## src/design/nrm_pkg.sv

```systemverilog
// Shared widths and constants for the vector normalize core.
package nrm_pkg;
  localparam int DATA_W = 32;   // width of every field on the channels
  localparam int FRAC_W = 30;   // fraction bits of a unit component
  localparam int QUOT_W = 31;   // quotient bits, unit magnitude is at most 2^30
  localparam int LANES  = 3;
endpackage

```

## src/design/nrm_sqrt_cell.sv

```systemverilog
// One square root cell: retires one root bit per request per cycle while en is high.
module nrm_sqrt_cell #(
  parameter int W = 32
) (
  input  logic                           clk,
  input  logic                           rst_n,
  input  logic                           en,
  input  logic                           valid_i,
  input  logic [2*W-1:0]                 rad_i,
  input  logic [W+2:0]                   rem_i,
  input  logic [W-1:0]                   root_i,
  input  logic [nrm_pkg::LANES-1:0][W-1:0] mag_i,
  input  logic [nrm_pkg::LANES-1:0]      neg_i,
  output logic                           valid_o,
  output logic [2*W-1:0]                 rad_o,
  output logic [W+2:0]                   rem_o,
  output logic [W-1:0]                   root_o,
  output logic [nrm_pkg::LANES-1:0][W-1:0] mag_o,
  output logic [nrm_pkg::LANES-1:0]      neg_o
);
  import nrm_pkg::*;

  logic                      valid_r;
  logic [2*W-1:0]            rad_r;
  logic [W+2:0]              rem_r;
  logic [W-1:0]              root_r;
  logic [LANES-1:0][W-1:0]   mag_r;
  logic [LANES-1:0]          neg_r;
  logic [W+2:0]              rem_sh;
  logic [W+2:0]              trial;
  logic                      ge;

  // remainder stays below 2^(W+1), so its low bits carry it whole
  assign rem_sh = {rem_i[W:0], rad_i[2*W-1 -: 2]};
  assign trial  = {1'b0, root_i, 2'b01};
  assign ge     = (rem_sh >= trial);

  always_ff @(posedge clk) begin
    if (!rst_n) begin
      valid_r <= 1'b0;
    end else if (en) begin
      valid_r <= valid_i;
    end
  end

  always_ff @(posedge clk) begin
    if (en) begin
      rad_r  <= {rad_i[2*W-3:0], 2'b00};
      rem_r  <= ge ? (rem_sh - trial) : rem_sh;
      root_r <= {root_i[W-2:0], ge};
      mag_r  <= mag_i;
      neg_r  <= neg_i;
    end
  end

  assign valid_o = valid_r;
  assign rad_o   = rad_r;
  assign rem_o   = rem_r;
  assign root_o  = root_r;
  assign mag_o   = mag_r;
  assign neg_o   = neg_r;
endmodule

```

## config.mk

```make
export PLATFORM = sky130hd
export DESIGN_NAME = nrm_sqrt_cell
export DESIGN_NICKNAME = d
export VERILOG_FILES = /design/src/design/nrm_pkg.sv /design/src/design/nrm_sqrt_cell.sv
export SDC_FILE = /design/constraint.sdc
export NUM_CORES = 1
export LEC_CHECK = 0
export BUFFER_PORTS_ARGS = -buffer_cell sky130_fd_sc_hd__clkbuf_2
export CAP_MARGIN = 20
export CORE_AREA = 8 8 173 175
export CTS_BUF_LIST = sky130_fd_sc_hd__clkbuf_2 sky130_fd_sc_hd__clkbuf_4 sky130_fd_sc_hd__clkbuf_8
export DETAILED_ROUTE_END_ITERATION = 10
export DIE_AREA = 0 0 181 183
export GPL_ROUTABILITY_DRIVEN = 0
export HOLD_SLACK_MARGIN = 0.15
export PLACE_DENSITY = 0.65
export SLEW_MARGIN = 20
export SYNTH_ARGS = -nofsm -noshare
export SYNTH_HDL_FRONTEND = slang
export SYNTH_SLANG_ARGS = --single-unit
export TNS_END_PERCENT = 5
```

## constraint.sdc

```tcl
create_clock -name clk -period 3 [get_ports clk]
set_input_delay 0 -clock clk [delete_from_list [all_inputs] [get_ports clk]]
set_output_delay 0 -clock clk [all_outputs]
set_load 0.01 [all_outputs]
```

==> results.json <==
{
  "syn_area_um2": 9330,
  "port_buffers": 460,
  "cts-htree-levels": 2,
  "die_area_um2": 33100,
  "clock_latency_ns": 0.51,
  "drt_iter0_markers": 451,
  "numCtsBuffers": 40,
  "fin_skew_ns": 0,
  "ir_worst_vdd_v": 0.000302,
  "finalCritPeriodShare": 0.924,
  "grt_max_degree": 83,
  "min_to": "rad_o[23]",
  "final.min_clock_period_ns": 2.77,
  "syn_avg_cell_area_um2": 14.8,
  "critPathLaunchType": "input pin",
  "hold_start": "rad_i[21]",
  "antenna_found_initial": 4,
  "cap_violations": 0,
  "yosys_warnings": 0,
  "hold_path_depth": 2,
  "reg2reg_depth": 3,
  "placed_area_um2": 12100,
  "start_util": 0.342,
  "clkTransAtPathRegs_ns": 0.06,
  "nFillCells": 2196,
  "synth.most_common_cell": "edfxtp_1",
  "coreArea_um2": 27300,
  "total_leakage_power_nw": 6.81,
  "critPathMaxFanout": 29,
  "clockBufferDepth": 3,
  "synth-edff-count": 228,
  "crit_path_end_kind": "flop",
  "rsz0062_at_grt": "false",
  "synth.distinct_cells": 52,
  "cts_tree": "yes",
  "grt_pass1_vias": 8584,
  "fin_area_um2": 15200,
  "rr_startpoint": "valid_o",
  "seq_area_frac_synth": 0.736,
  "die_w_um": 181,
  "rrSetupSlack_ns": 1.81,
  "vias": 8235,
  "hold_violations": 0,
  "drive_gt1_frac": 0.394,
  "grt_pass1_wl_um": 52800,
  "die_h_um": 183,
  "viasPerCell": 4.75,
  "track_usage": 0.206,
  "grt_overflow": 0,
  "drc": 0,
  "synthArstFlopShare": 0,
  "wl_per_cell_um": 20.8,
  "ios": 465,
  "yosys_most_used_dff": "edfxtp_1",
  "worst_pin_slew_ns": 0.626,
  "timing.fmax_mhz": 361,
  "final_cells": 1734,
  "crit_type": "input pin to flop",
  "detail_route.first_pass.iterations": 5,
  "ys_ff_latch": 229,
  "maxSlewHeadroom": 0.583,
  "synthTopCellsByCount": "edfxtp_1, a21oi_1, nand2_1, nor2_1, inv_1",
  "route.antenna.remaining_nets": 0,
  "row_count": 61,
  "cts_root_buf": "clkbuf_8",
  "hpwlAfterDp_um": 24600,
  "power_density_nw_per_um2": 552,
  "hold_path_class": "input pin to flop",
  "cp.required_ns": 3.37,
  "synth_top_cells_by_area": "edfxtp_1, ha_1, a21oi_1",
  "synthDominantCellAreaShare": 0.734,
  "critPathArrivalTime_ns": 3.14,
  "fin_tns_setup_ns": 0,
  "final-max-slew-violation-count": 0,
  "setup_viol": 0,
  "area_growth_pct": 63.1,
  "wl_um": 36100,
  "status": "finished, final reports clean",
  "fin_nets": 1626,
  "synth_top_area_cell": "edfxtp_1",
  "dpl.cell_count": 1427,
  "netlist_instances": 631,
  "timing.rr.end": "valid_o",
  "cts.sinks": 229
}
## cell type report
cell class,instances,area (um^2),share of cell area
multi-input cells,341,2210,0.145
clock buffers,54,656,0.0431
clock inverters,14,95.1,0.00625
flip-flops and latches,229,6870,0.451
inverters,38,143,0.00937
diodes,4,10.0,0.000657
repair buffers,708,4810,0.316
well taps,346,433,0.0284
## logic make-up after synthesis
family	count (synthesis)	share of synthesized area
flops	229	0.736
simple gates	142	0.0716
compound gates	132	0.0887
buf+inv	62	0.0284
fa+ha+maj	34	0.0456
xor+xnor	28	0.0263
mux	3	0.00335
other cells	1	0.000402
## report_power, final
| part | internal (mW) | switching, mW |
|---|---|---|
| registers | 3.88 | 0.0958 |
| logic | 0.758 | 0.905 |
| clock network | 1.50 | 1.26 |
## sequential cells by signal (all words and copies together), names as in the netlist
signal,count
mag_o,96
rad_o,62
rem_o,35
root_o,32
neg_o,3
valid_o,1
## through the flow
step	total power [mW]	util	worst slack, ns	hold slack (ns)
global placement	5.39	0.443	0.281	0.177
finish	8.40	0.557	0.228	0.191
detailed placement	5.41	0.443	0.234	0.179
floorplan	4.68	-	0.598	0.0989
global route	8.78	0.557	0.0191	0.162
CTS	8.45	0.557	0.289	0.150
## how the worst max path moves through the flow
stage	start	end	slack (ns)	cells past startpoint
after floorplan	root_i[0]	rem_o[34]	0.60	11
after global placement	root_i[2]	rem_o[28]	0.28	13
after detailed placement	root_i[2]	rem_o[28]	0.23	13
after CTS	rem_i[2]	rem_o[32]	0.29	13
after global routing	root_i[15]	rem_o[32]	0.02	12
final	rem_i[22]	rem_o[32]	0.23	13
## routing by layer
| metal | routed length, um | global-route usage | vias up | part of all wire |
|---|---|---|---|---|
| met5 | 15 | 0 | - | 0.00042 |
| met4 | 1270 | 0.0781 | 2 | 0.035 |
| met3 | 2570 | 0.0635 | 74 | 0.071 |
| met2 | 19200 | 0.385 | 369 | 0.53 |
| met1 | 13000 | 0.215 | 3957 | 0.36 |
| li1 | - | - | 3833 | - |
## worst max-delay path: stages
cell and delay [ns]:
dlygate4sd3_1 0.55, clkbuf_2 0.13, ha_1 0.42, and3_1 0.27, and2_1 0.17, a221oi_2 0.38, nand3_1 0.14, or3_1 0.34
nand2_2 0.10, inv_2 0.13, buf_12 0.19, o211a_1 0.13, nor3_2 0.17
## placed cells by master, fill, tap and decap left out, types with 5 or more instances in the layout
master,synthesis,final
a211oi_1,8,7
a21o_1,14,14
a21oi_1,51,51
a31oi_1,6,6
and3_1,8,8
buf_4,2,9
clkbuf_2,0,459
clkbuf_4,0,14
clkbuf_8,0,40
clkinv_1,0,7
dlygate4sd3_1,0,235
edfxtp_1,228,228
ha_1,34,34
inv_1,37,37
nand2_1,43,43
nand2b_1,8,8
nand3_1,12,12
nand4_1,7,7
nor2_1,43,43
nor3_1,6,6
o211ai_1,5,5
o21ai_0,20,20
xnor2_1,16,16
xor2_1,12,12
## what timing repair did
action	CTS	global route
setup buffers	0	0
hold buffers	235	0
endpoints found under the hold margin	308	0
setup endpoints to repair	0	1
gates resized for setup	0	1
Power figures use the tool's default switching activity.
