### config.mk
export PLATFORM = sky130hd
export DESIGN_NAME = nrm_div_cell
export DESIGN_NICKNAME = d
export VERILOG_FILES = /design/src/design/nrm_pkg.sv /design/src/design/nrm_div_cell.sv
export SDC_FILE = /design/constraint.sdc
export NUM_CORES = 1
export LEC_CHECK = 0
export BUFFER_PORTS_ARGS = -buffer_cell sky130_fd_sc_hd__buf_2
export CAP_MARGIN = 15
export CORE_AREA = 2 2 176 178
export DETAILED_ROUTE_END_ITERATION = 6
export DIE_AREA = 0 0 178 180
export GPL_TIMING_DRIVEN = 0
export PLACE_DENSITY = 0.73
export RECOVER_POWER = 100
export SLEW_MARGIN = 15
export SYNTH_ARGS = -nofsm -noshare
export SYNTH_HDL_FRONTEND = slang
export SYNTH_SLANG_ARGS = --single-unit
### constraint.sdc
create_clock -name clk -period 3.9 [get_ports clk]
set_input_delay 0.585 -clock clk [delete_from_list [all_inputs] [get_ports clk]]
set_output_delay 0.585 -clock clk [all_outputs]
set_load 0.02 [all_outputs]
### src/design/nrm_pkg.sv
// Shared widths and constants for the vector normalize core.
package nrm_pkg;
  localparam int DATA_W = 32;   // width of every field on the channels
  localparam int FRAC_W = 30;   // fraction bits of a unit component
  localparam int QUOT_W = 31;   // quotient bits, unit magnitude is at most 2^30
  localparam int LANES  = 3;
endpackage

### src/design/nrm_div_cell.sv
// One divider cell: retires one quotient bit in each of the three lanes.
module nrm_div_cell #(
  parameter int W = 32
) (
  input  logic                                   clk,
  input  logic                                   rst_n,
  input  logic                                   en,
  input  logic                                   valid_i,
  input  logic [W-1:0]                           len_i,
  input  logic [nrm_pkg::LANES-1:0][W-1:0]       rem_i,
  input  logic [nrm_pkg::LANES-1:0]              nb_i,
  input  logic [nrm_pkg::LANES-1:0][nrm_pkg::QUOT_W-1:0] q_i,
  input  logic [nrm_pkg::LANES-1:0]              neg_i,
  output logic                                   valid_o,
  output logic [W-1:0]                           len_o,
  output logic [nrm_pkg::LANES-1:0][W-1:0]       rem_o,
  output logic [nrm_pkg::LANES-1:0]              nb_o,
  output logic [nrm_pkg::LANES-1:0][nrm_pkg::QUOT_W-1:0] q_o,
  output logic [nrm_pkg::LANES-1:0]              neg_o
);
  import nrm_pkg::*;

  logic                           valid_r;
  logic [W-1:0]                   len_r;
  logic [LANES-1:0][W-1:0]        rem_r;
  logic [LANES-1:0][QUOT_W-1:0]   q_r;
  logic [LANES-1:0]               neg_r;
  logic [LANES-1:0][W:0]          rs;
  logic [LANES-1:0]               ge;
  logic [LANES-1:0][W:0]          diff;

  always_comb begin
    for (int k = 0; k < LANES; k++) begin
      rs[k]   = {rem_i[k], nb_i[k]};
      ge[k]   = (rs[k] >= {1'b0, len_i});
      diff[k] = rs[k] - {1'b0, len_i};
    end
  end

  always_ff @(posedge clk) begin
    if (!rst_n) begin
      valid_r <= 1'b0;
    end else if (en) begin
      valid_r <= valid_i;
    end
  end

  always_ff @(posedge clk) begin
    if (en) begin
      len_r <= len_i;
      neg_r <= neg_i;
      for (int k = 0; k < LANES; k++) begin
        rem_r[k] <= ge[k] ? diff[k][W-1:0] : rs[k][W-1:0];
        q_r[k]   <= {q_i[k][QUOT_W-2:0], ge[k]};
      end
    end
  end

  assign valid_o = valid_r;
  assign len_o   = len_r;
  assign rem_o   = rem_r;
  assign nb_o    = '0;  // dividend bits below the first are zero
  assign q_o     = q_r;
  assign neg_o   = neg_r;
endmodule

==> results.py, run 1 <==
metrics = {
    "floorplan": {
        "initial_core_util_pct": 44.8,
        "core_area_mm2": 0.0302,
        "ioPinCount": 459,
        "dieArea_mm2": 0.0320,
        "rows": 64,
        "die_w_um": 178,
        "dieHeight_um": 180,
    },
    "cts": {
        "ctsHoldBuffers": 0,
        "cts_resized": 0,
        "clk_path_buf_depth": 3,
        "clkTransAtPathRegs_ns": 0.06,
        "cts_setup_buffers": 0,
        "htree_levels": 1,
        "cts-root-buf": "clkbuf_16",
        "insertion_delay_ns": 0.53,
        "tritoncts": "yes",
        "cts_buffers": 26,
        "numClockSinks": 225,
    },
    "global_routing": {
        "grt_pass1_wl_um": 64000,
        "grt_pass1_vias": 11300,
        "grt_max_degree": 102,
        "grt_antenna_before_repair": 10,
        "grt_overflow": 0,
        "grtUsageTotal_pct": 26.3,
    },
    "timing": {
        "setup_tns_ns": 0,
        "tightest_slew_ns": 2.97,
        "period_share_pct": 94.9,
        "skew_ns": 0,
        "timing.final.ws_setup_ns": 0.198,
        "rsz0062_at_grt": "no",
        "slew_viol_final": 50,
        "max_slew_margin_pct": -98.1,
        "setup_viol": 0,
        "max_freq_mhz": 270,
        "finalCriticalPeriod_ns": 3.70,
        "hold_viol": 0,
    },
    "logic_synthesis": {
        "synth.avg_cell_area_um2": 11.4,
        "synth_top_area_share_pct": 49.8,
        "yosys.cell_count.top_type": "edfxtp_1",
        "synth-edff-count": 224,
        "synth_commonest_cells": "edfxtp_1, a21oi_1, ha_1, nor2_1, nand2_1",
        "ys.flop_type": "edfxtp_1",
        "yosysUniqueCellTypes": 72,
        "synthTopCellsByArea": "edfxtp_1, ha_1, a21oi_1",
        "ys_seq_area_share_pct": 49.9,
        "yosysTopAreaCell": "edfxtp_1",
        "synthArstFlopShare_pct": 0,
        "ys_ff_latch": 225,
        "syn_inst": 1186,
        "synthesis.area_mm2": 0.0135,
        "yosysWarnings": 0,
    },
    "power_and_ir_drop": {
        "clkPwrFrac_pct": 32.1,
        "p_int_mw": 5.25,
        "p_sw_share_pct": 31.6,
        "seqPwrFrac_pct": 40.3,
        "powerDensity_mw_per_mm2": 454,
        "p_switching_mw": 2.43,
        "power.leakage_nw": 7.00,
        "comb_power_share_pct": 27.6,
        "peakVddDrop_mv": 0.325,
    },
    "setup_path": {
        "cpMaxStageDelayCell": "o41ai_4",
        "cp_max_fo": 10,
        "path_cells": "clkbuf_1, inv_1, ha_1, nand4_1, a21oi_1, o2111ai_1, a211oi_1, nor2_1, o41ai_4, clkbuf_2, mux2_2",
        "max_stage_delay_ns": 0.57,
        "end_kind": "register",
        "worstSetupPathType": "input port to register",
        "critPathRequiredTime_ns": 4.18,
        "cp.arrival_ns": 3.98,
        "worstSetupStartpointType": "input port",
        "critical-path-top-delay-family": "compound AO/OA/AOI/OAI gates",
        "cp_num_buf_inv": 3,
    },
    "routing": {
        "dr.pass1.iters": 5,
        "vias_per_cell": 5.43,
        "drc": 0,
        "drtIter0Drc": 678,
        "routed_wl_um": 44300,
        "antenna_left": 0,
        "avgRoutedWirePerCell_um": 21.1,
        "vias": 11400,
    },
    "outcome": {
        "status": "complete, but fails checks",
        "violations": "max-capacitance violations, max-slew violations",
    },
    "placed_design": {
        "io_buffer_count": 452,
        "hpwl_um": 35800,
        "routabilityCongestion": 0.915,
        "dpl_worst_slack_ns": -0.535,
    },
    "layout": {
        "finalNetCount": 2000,
        "area_growth_pct": 25.2,
        "drive_gt1_share_pct": 18.6,
        "fin_util_pct": 56.1,
        "nFillCells": 2780,
    },
    "hold_path": {
        "hp-class": "input port to register",
    },
    "run": {
        "drv_cap": 1,
    },
}
-- worst register-to-register path, stage by stage, from the launching register on --
cell	delay [ns]
dfxtp_1	0.33
mux2i_1	0.07
nor2b_1	0.20
-- metrics by stage --
stage                     power, mW  instances  cell area, µm²  hold WS, ns
final                          7.68       2094           16900        0.228
after CTS                      7.79       2086           17200        0.205
after detailed placement       5.31       2038           16300        0.537
after global placement         5.29       2036           16300        0.491
after global routing           8.01       2093           16900        0.205
after floorplan                4.54       1188           13500        0.589
-- placed cells by master (no fill, tap or decap), drive strengths merged, types with 4 or more instances in the layout --
cell type	netlist	layout
mux2	63	63
nand2	70	70
a31oi	16	16
o31ai	6	6
a2111oi	4	4
clkinv	0	12
o41ai	4	4
a21o	48	48
a21oi	118	118
nand4	22	22
and2	7	7
buf	17	224
ha	96	96
a211o	4	4
nand2b	7	7
xnor2	53	53
o211ai	4	4
nor2b	18	18
a211oi	12	12
o21bai	20	20
and3	8	8
xor2	28	28
mux2i	9	9
o221ai	5	5
nor3	17	17
o21ai	52	52
nand3	26	26
inv	65	67
edfxtp	224	224
clkbuf	30	307
diode	0	8
a21boi	4	4
o21a	11	11
nor2	79	79
-- state kept, by name (all words and copies together), names as in the netlist --
signal and flops:
len_o 32, neg_o 3, q_o 93, rem_o 96, valid_o 1
-- area by class of cell --
class                           instances  area, µm²  area share (%)
Antenna cell                            8       20.0           0.118
Buffer                                 47        231            1.37
Clock buffer                           30        687            4.06
Clock inverter                         18        179            1.06
Inverter                               65        244            1.44
Multi-Input combinational cell        851       6310            37.3
Sequential cell                       225       6750            39.9
Tap cell                              396        495            2.93
Timing Repair Buffer                  454       2010            11.9
-- final timing paths --
kind                            depth (start not counted)        end  slack [ns]     start
worst max register to register                          2    valid_o        3.23   valid_o
worst min register to register                          2    valid_o        0.55   valid_o
worst min-delay path                                    1   neg_o[2]        0.23  neg_i[2]
worst max-delay path                                   11  rem_o[28]        0.20  len_i[7]
-- power by group through the flow --
| stage | clock, mW | combinational (mW) | sequential, mW |
|---|---|---|---|
| after global routing | 2.60 | 2.28 | 3.12 |
| after floorplan | 0 | 1.04 | 3.50 |
| after detailed placement | 0 | 2.18 | 3.13 |
| final | 2.46 | 2.12 | 3.10 |
| after global placement | 0 | 2.14 | 3.14 |
| after CTS | 2.51 | 2.19 | 3.09 |
-- per-layer routing --
layer  track usage, %  vias up  routed length, µm
met5                0        -                 23
met4             12.3        4               1960
met3             4.36      108               3140
met2             48.5      442              23200
met1             29.0     5390              15900
li1                 -     5425                  -
-- kinds of logic (layout without fill, tap and decap cells) --
| kind of cell | count (synthesis) | in the layout | synth area share [%] |
|---|---|---|---|
| AOI/OAI and AO/OA | 331 | 331 | 16.1 |
| and+or+nand+nor | 265 | 265 | 9.19 |
| DFF | 225 | 225 | 49.9 |
| buffers and inverters | 112 | 614 | 3.50 |
| adders and majority gates | 99 | 99 | 9.33 |
| xor gates and xnor gates | 81 | 81 | 5.25 |
| muxes | 72 | 72 | 6.69 |
| other | 1 | 11 | 0.0277 |
(Power assumes the default switching activity.)
==> run 2, diff against run 1 <==
--- a/config.mk
+++ b/config.mk
@@ -7,11 +7,11 @@
 export LEC_CHECK = 0
 export BUFFER_PORTS_ARGS = -buffer_cell sky130_fd_sc_hd__buf_2
 export CAP_MARGIN = 15
-export CORE_AREA = 2 2 176 178
+export CORE_AREA = 2 2 177 179
 export DETAILED_ROUTE_END_ITERATION = 6
-export DIE_AREA = 0 0 178 180
+export DIE_AREA = 0 0 179 181
 export GPL_TIMING_DRIVEN = 0
-export PLACE_DENSITY = 0.73
+export PLACE_DENSITY = 0.72
 export RECOVER_POWER = 100
 export SLEW_MARGIN = 15
 export SYNTH_ARGS = -nofsm -noshare
==> run 2 against run 1 <==
The flow still finishes with violations (max-capacitance violations, max-slew violations). Maximum frequency decreased by 0.23%. Cell area rose by 0.68%. Global-route usage fell by 0.061 points. Final cell count about the same. Largest power group unchanged.
==> results.py, run 2 (same netlist as run 1, synthesis figures left out) <==
metrics = {
    "setup_path": {
        "r2r_start": "valid_o",
        "cp_max_fo": 10,
        "max_stage_delay_ns": 0.54,
        "path_cells": "clkbuf_1, inv_1, ha_1, nand4_1, a21oi_1, o2111ai_1, a211oi_1, nor2_1, o41ai_4, buf_2, mux2_1",
        "rrSetupSlack_ns": 3.22,
        "worstSetupPathType": "input port to register",
        "worstSetupStartpointType": "input port",
        "rr_worst_depth": 2,
        "end_kind": "register",
        "rr_endpoint": "valid_o",
        "critPathRequiredTime_ns": 4.17,
        "cpMaxStageDelayCell": "o41ai_4",
        "cp.arrival_ns": 3.98,
    },
    "global_routing": {
        "grt_max_degree": 108,
        "grt_pass1_vias": 11300,
        "grt_antenna_before_repair": 11,
        "grt_pass1_wl_um": 64400,
        "grt_overflow": 0,
        "grtUsageTotal_pct": 26.2,
    },
    "outcome": {
        "violations": "max-capacitance violations, max-slew violations",
        "status": "complete, but fails checks",
    },
    "cts": {
        "cts_buffers": 26,
        "tritoncts": "yes",
        "insertion_delay_ns": 0.52,
        "clkTransAtPathRegs_ns": 0.06,
        "htree_levels": 1,
        "clk_path_buf_depth": 3,
        "cts-root-buf": "clkbuf_16",
        "numClockSinks": 225,
    },
    "timing": {
        "finalCriticalPeriod_ns": 3.71,
        "skew_ns": 0,
        "setup_tns_ns": 0,
        "tightest_slew_ns": 2.75,
        "max_freq_mhz": 270,
        "hold_viol": 0,
        "max_slew_margin_pct": -83.0,
        "period_share_pct": 95.1,
        "setup_viol": 0,
        "slew_viol_final": 214,
        "timing.final.ws_setup_ns": 0.189,
    },
    "run": {
        "drv_cap": 2,
    },
    "hold_path": {
        "hp-class": "input port to register",
        "hold_path.startpoint": "q_i[83]",
        "hold_depth": 1,
        "worstHoldEndpoint": "q_o[84]",
    },
    "routing": {
        "dr.pass1.iters": 5,
        "routed_wl_um": 44300,
        "wl_met2_um": 22400,
        "vias": 11400,
        "wl_met3_um": 3350,
        "top_layer_used": "met5",
        "drtIter0Drc": 581,
        "antenna_left": 0,
        "vias_per_cell": 5.46,
        "wl_met1_um": 16100,
        "avgRoutedWirePerCell_um": 21.1,
        "drc": 0,
    },
    "floorplan": {
        "initial_core_util_pct": 44.5,
        "die_w_um": 179,
        "rows": 64,
        "dieHeight_um": 181,
        "ioPinCount": 459,
        "dieArea_mm2": 0.0324,
        "core_area_mm2": 0.0303,
    },
    "layout": {
        "finalNetCount": 2001,
        "area_growth_pct": 26.1,
        "fin_area_mm2": 0.0170,
        "largest_reg_flops": 96,
        "ff_latch_area_mm2": 0.00675,
        "drive_gt1_share_pct": 19.2,
        "final_common_cell": "clkbuf_1",
        "fin_cells": 2095,
        "final_cell_mix": "clkbuf_1, edfxtp_1, buf_2",
        "multiInputGateArea_mm2": 0.00631,
        "fin_util_pct": 56.1,
        "nFillCells": 2754,
    },
    "power_and_ir_drop": {
        "p_sw_share_pct": 30.6,
        "comb_power_share_pct": 26.1,
        "p_int_mw": 5.60,
        "power.leakage_nw": 7.06,
        "p_switching_mw": 2.46,
        "seqPwrFrac_pct": 38.5,
        "clkPwrFrac_pct": 35.4,
        "peakVddDrop_mv": 0.290,
        "powerDensity_mw_per_mm2": 473,
    },
    "placed_design": {
        "placed_cell_area_mm2": 0.0163,
        "hpwl_um": 35100,
        "placed_cells": 2038,
        "io_buffer_count": 452,
        "routabilityCongestion": 0.930,
        "dpl_worst_slack_ns": -0.630,
    },
}
==> run 2: cell count changes in the layout (fill, tap and decap cells not counted), moves of 2 or more <==
cell,before,now
inv_6,2,6
buf_16,2,0
clkinv_4,3,0
clkinv_1,6,0
bufinv_16,3,8
clkbuf_1,278,276
clkbuf_2,1,3
==> run 2: what timing repair did <==
| item | 4_1_cts | 5_1_grt |
|---|---|---|
| hold buffers | 0 | 0 |
| pin swaps | 0 | 1 |
| endpoints found under the setup margin | 16 | 27 |
| buffers inserted | 0 | 1 |
| gates resized for setup | 1 | 2 |
==> run 2: cell type report <==
| cell class | instances | share of cell area [%] |
|---|---|---|
| Antenna cell | 8 | 0.117 |
| Clock inverter | 21 | 1.99 |
| Sequential cell | 225 | 39.6 |
| Buffer | 47 | 1.36 |
| Tap cell | 396 | 2.91 |
| Timing Repair Buffer | 455 | 11.6 |
| Inverter | 65 | 1.43 |
| Clock buffer | 27 | 3.97 |
| Multi-Input combinational cell | 851 | 37.1 |
==> run 2: power groups by stage <==
stage	Sequential [mW]	Combinational [mW]	Clock, mW
2_1_floorplan	3.50	1.04	0
3_3_place_gp	3.14	2.14	0
3_5_place_dp	3.13	2.17	0
4_1_cts	3.09	2.18	2.91
5_1_grt	3.13	2.27	3.01
6_report	3.10	2.11	2.85
==> run 2: stage by stage <==
step	power (mW)	hold slack [ns]
floorplan	4.54	0.589
global route	8.41	0.199
global placement	5.29	0.491
CTS	8.18	0.206
finish	8.06	0.231
detailed placement	5.30	0.562
==> run 2: metal layers <==
layer	up-vias	GRT usage, %
met5	-	0
met4	6	13.9
met3	115	5.62
met2	434	46.7
met1	5445	28.8
li1	5438	-
==> run 2: worst max path at each step <==
| stage | startpoint | end | slack, ns | cells past startpoint |
|---|---|---|---|---|
| 6_report | len_i[5] | rem_o[17] | 0.19 | 11 |
| 5_1_grt | len_i[18] | rem_o[37] | -0.01 | 13 |
| 4_1_cts | len_i[18] | rem_o[60] | 0.08 | 12 |
| 3_5_place_dp | len_i[18] | rem_o[60] | -0.63 | 12 |
| 3_3_place_gp | en | valid_o | -0.87 | 3 |
| 2_1_floorplan | len_i[18] | rem_o[66] | 0.58 | 14 |
==> run 2: critical path: cells and delay by family <==
family | cells | cell delay [ns]
AOI/OAI and AO/OA | 4 | 1.51
adders and majority gates | 1 | 0.38
buffers and inverters | 3 | 0.71
muxes | 1 | 0.37
and+or+nand+nor | 2 | 0.42
==> run 3, diff against run 2 <==
--- a/config.mk
+++ b/config.mk
@@ -13,6 +13,7 @@
 export GPL_TIMING_DRIVEN = 0
 export PLACE_DENSITY = 0.72
 export RECOVER_POWER = 100
+export SETUP_SLACK_MARGIN = 0.2
 export SLEW_MARGIN = 15
 export SYNTH_ARGS = -nofsm -noshare
 export SYNTH_HDL_FRONTEND = slang
==> run 3 against run 2 <==
Die area is the same. Largest cell class unchanged. Sequential power is essentially flat. The flow still finishes with violations (max-capacitance violations, max-slew violations). Critical endpoint unchanged. Maximum frequency is 1.8% higher. Flip-flop and latch count is the same. Global-route usage is essentially flat. Worst setup slack improved by 0.064 ns. Sequential share of layout area shrank 0.084 points. Critical path type unchanged. Cell area is 0.21% higher. First-iteration DRC count shrank 8.3%. Register-to-register slack is essentially flat. Clock-buffer cell count unchanged. Clock power about the same.
==> results.py, run 3 (same netlist as run 1, synthesis figures left out) <==
metrics = {
    "outcome": {
        "status": "complete, but fails checks",
        "violations": "max-capacitance violations, max-slew violations",
    },
    "cts": {
        "clkTransAtPathRegs_ns": 0.06,
        "clk_path_buf_depth": 3,
        "tritoncts": "yes",
        "insertion_delay_ns": 0.53,
        "cts-root-buf": "clkbuf_16",
        "numClockSinks": 225,
        "htree_levels": 1,
        "cts_buffers": 26,
    },
    "hold_path": {
        "hold_depth": 1,
        "hp-class": "input port to register",
        "worstHoldEndpoint": "q_o[84]",
        "hold_path.startpoint": "q_i[83]",
    },
    "routing": {
        "drtIter0Drc": 533,
        "avgRoutedWirePerCell_um": 21.2,
        "vias": 11400,
        "drc": 0,
        "antenna_left": 0,
        "vias_per_cell": 5.45,
        "routed_wl_um": 44400,
        "dr.pass1.iters": 6,
    },
    "global_routing": {
        "grt_max_degree": 108,
        "grt_busiest_layer": "met2",
        "grt_antenna_before_repair": 11,
        "met3_usage_pct": 5.66,
        "grtUsageMet1_pct": 28.8,
        "grt_pass1_vias": 11300,
        "use_met2_pct": 46.9,
        "grt_overflow": 0,
        "grt_pass1_wl_um": 64400,
        "grtUsageTotal_pct": 26.2,
    },
    "run": {
        "drv_cap": 2,
    },
    "setup_path": {
        "rrSetupSlack_ns": 3.22,
        "cp_max_fo": 10,
        "worstSetupStartpointType": "input port",
        "rr_worst_depth": 2,
        "worstSetupPathType": "input port to register",
        "end_kind": "register",
        "r2r_start": "valid_o",
        "critPathRequiredTime_ns": 4.16,
        "cp.arrival_ns": 3.91,
        "rr_endpoint": "valid_o",
    },
    "placed_design": {
        "hpwl_um": 35100,
        "routabilityCongestion": 0.930,
        "io_buffer_count": 452,
        "dpl_worst_slack_ns": -0.630,
        "placed_cell_area_mm2": 0.0163,
    },
    "power_and_ir_drop": {
        "peakVddDrop_mv": 0.290,
        "clkPwrFrac_pct": 35.3,
        "p_switching_mw": 2.47,
        "comb_power_share_pct": 26.2,
        "power.total_mw": 8.07,
        "power.leakage_nw": 7.08,
        "p_sw_share_pct": 30.6,
        "p_int_mw": 5.60,
        "seqPwrFrac_pct": 38.4,
        "powerDensity_mw_per_mm2": 473,
    },
    "timing": {
        "rsz0062_at_grt": "no",
        "slew_viol_final": 214,
        "tightest_slew_ns": 2.77,
        "finalCriticalPeriod_ns": 3.65,
        "hold_viol": 0,
        "setup_tns_ns": 0,
        "max_slew_margin_pct": -84.5,
        "max_freq_mhz": 274,
        "period_share_pct": 93.5,
        "setup_viol": 0,
        "skew_ns": 0,
        "timing.final.ws_setup_ns": 0.253,
    },
    "floorplan": {
        "dieHeight_um": 181,
        "initial_core_util_pct": 44.5,
        "core_area_mm2": 0.0303,
        "rows": 64,
        "dieArea_mm2": 0.0324,
        "ioPinCount": 459,
        "die_w_um": 179,
    },
    "layout": {
        "drive_gt1_share_pct": 19.3,
        "area_growth_pct": 26.3,
        "fin_area_mm2": 0.0171,
        "final_common_cell": "clkbuf_1",
        "final_cell_mix": "clkbuf_1, edfxtp_1, buf_2",
        "largest_reg_flops": 96,
        "fin_util_pct": 56.3,
        "finalNetCount": 2003,
    },
}
run 3: changes by cell type in the layout (fill, tap and decap cells not counted), sizes merged:
cell    previous run  this run
clkbuf           307       308
buf              222       223
run 3: cell type report:
class,count,area (µm²)
Clock inverter,21,339
Buffer,47,233
Tap cell,396,495
Timing Repair Buffer,457,1980
Sequential cell,225,6750
Fill cell,2750,13300
Inverter,65,244
Multi-Input combinational cell,851,6340
Antenna cell,8,20.0
Clock buffer,27,676
run 3: how the worst max path moves through the flow:
stage                   start   endpoint  cells after the start
detailed placement  len_i[18]  rem_o[60]                     12
global route        len_i[16]  rem_o[37]                     13
global placement           en    valid_o                      3
floorplan           len_i[18]  rem_o[66]                     14
finish               len_i[5]  rem_o[17]                     12
CTS                 len_i[18]  rem_o[60]                     12
run 3: through the flow:
step / hold slack (ns) / cells
6_report: 0.230 / 2097
5_1_grt: 0.199 / 2097
4_1_cts: 0.206 / 2086
3_5_place_dp: 0.562 / 2038
3_3_place_gp: 0.491 / 2036
2_1_floorplan: 0.589 / 1188
run 3: worst max-delay path: stages:
cell and delay (ns):
clkbuf_1 0.16, inv_1 0.15, ha_1 0.38, nand4_1 0.27, a21oi_1 0.29, o2111ai_1 0.22, a211oi_1 0.47, nor2_1 0.15
o41ai_4 0.36, buf_4 0.21, buf_2 0.29, mux2_1 0.37
run 3: repair_timing:
action	4_1_cts	5_1_grt
hold buffers	0	0
pin swaps	0	2
buffers inserted	0	3
gates resized for setup	2	7
setup endpoints to repair	27	85
run 3: routing by layer:
metal | wire [µm] | vias to the layer above | share of wire (%)
li1 | - | 5434 | -
met1 | 16200 | 5455 | 36
met2 | 22500 | 416 | 51
met3 | 3260 | 118 | 7.4
met4 | 2330 | 6 | 5.3
met5 | 35 | - | 0.079
run 3: power by group through the flow:
stage,Clock [mW],Sequential (mW),Combinational (mW)
detailed placement,0,3.13,2.17
finish,2.85,3.10,2.12
CTS,2.91,3.09,2.18
global placement,0,3.14,2.14
global route,3.01,3.13,2.28
floorplan,0,3.50,1.04
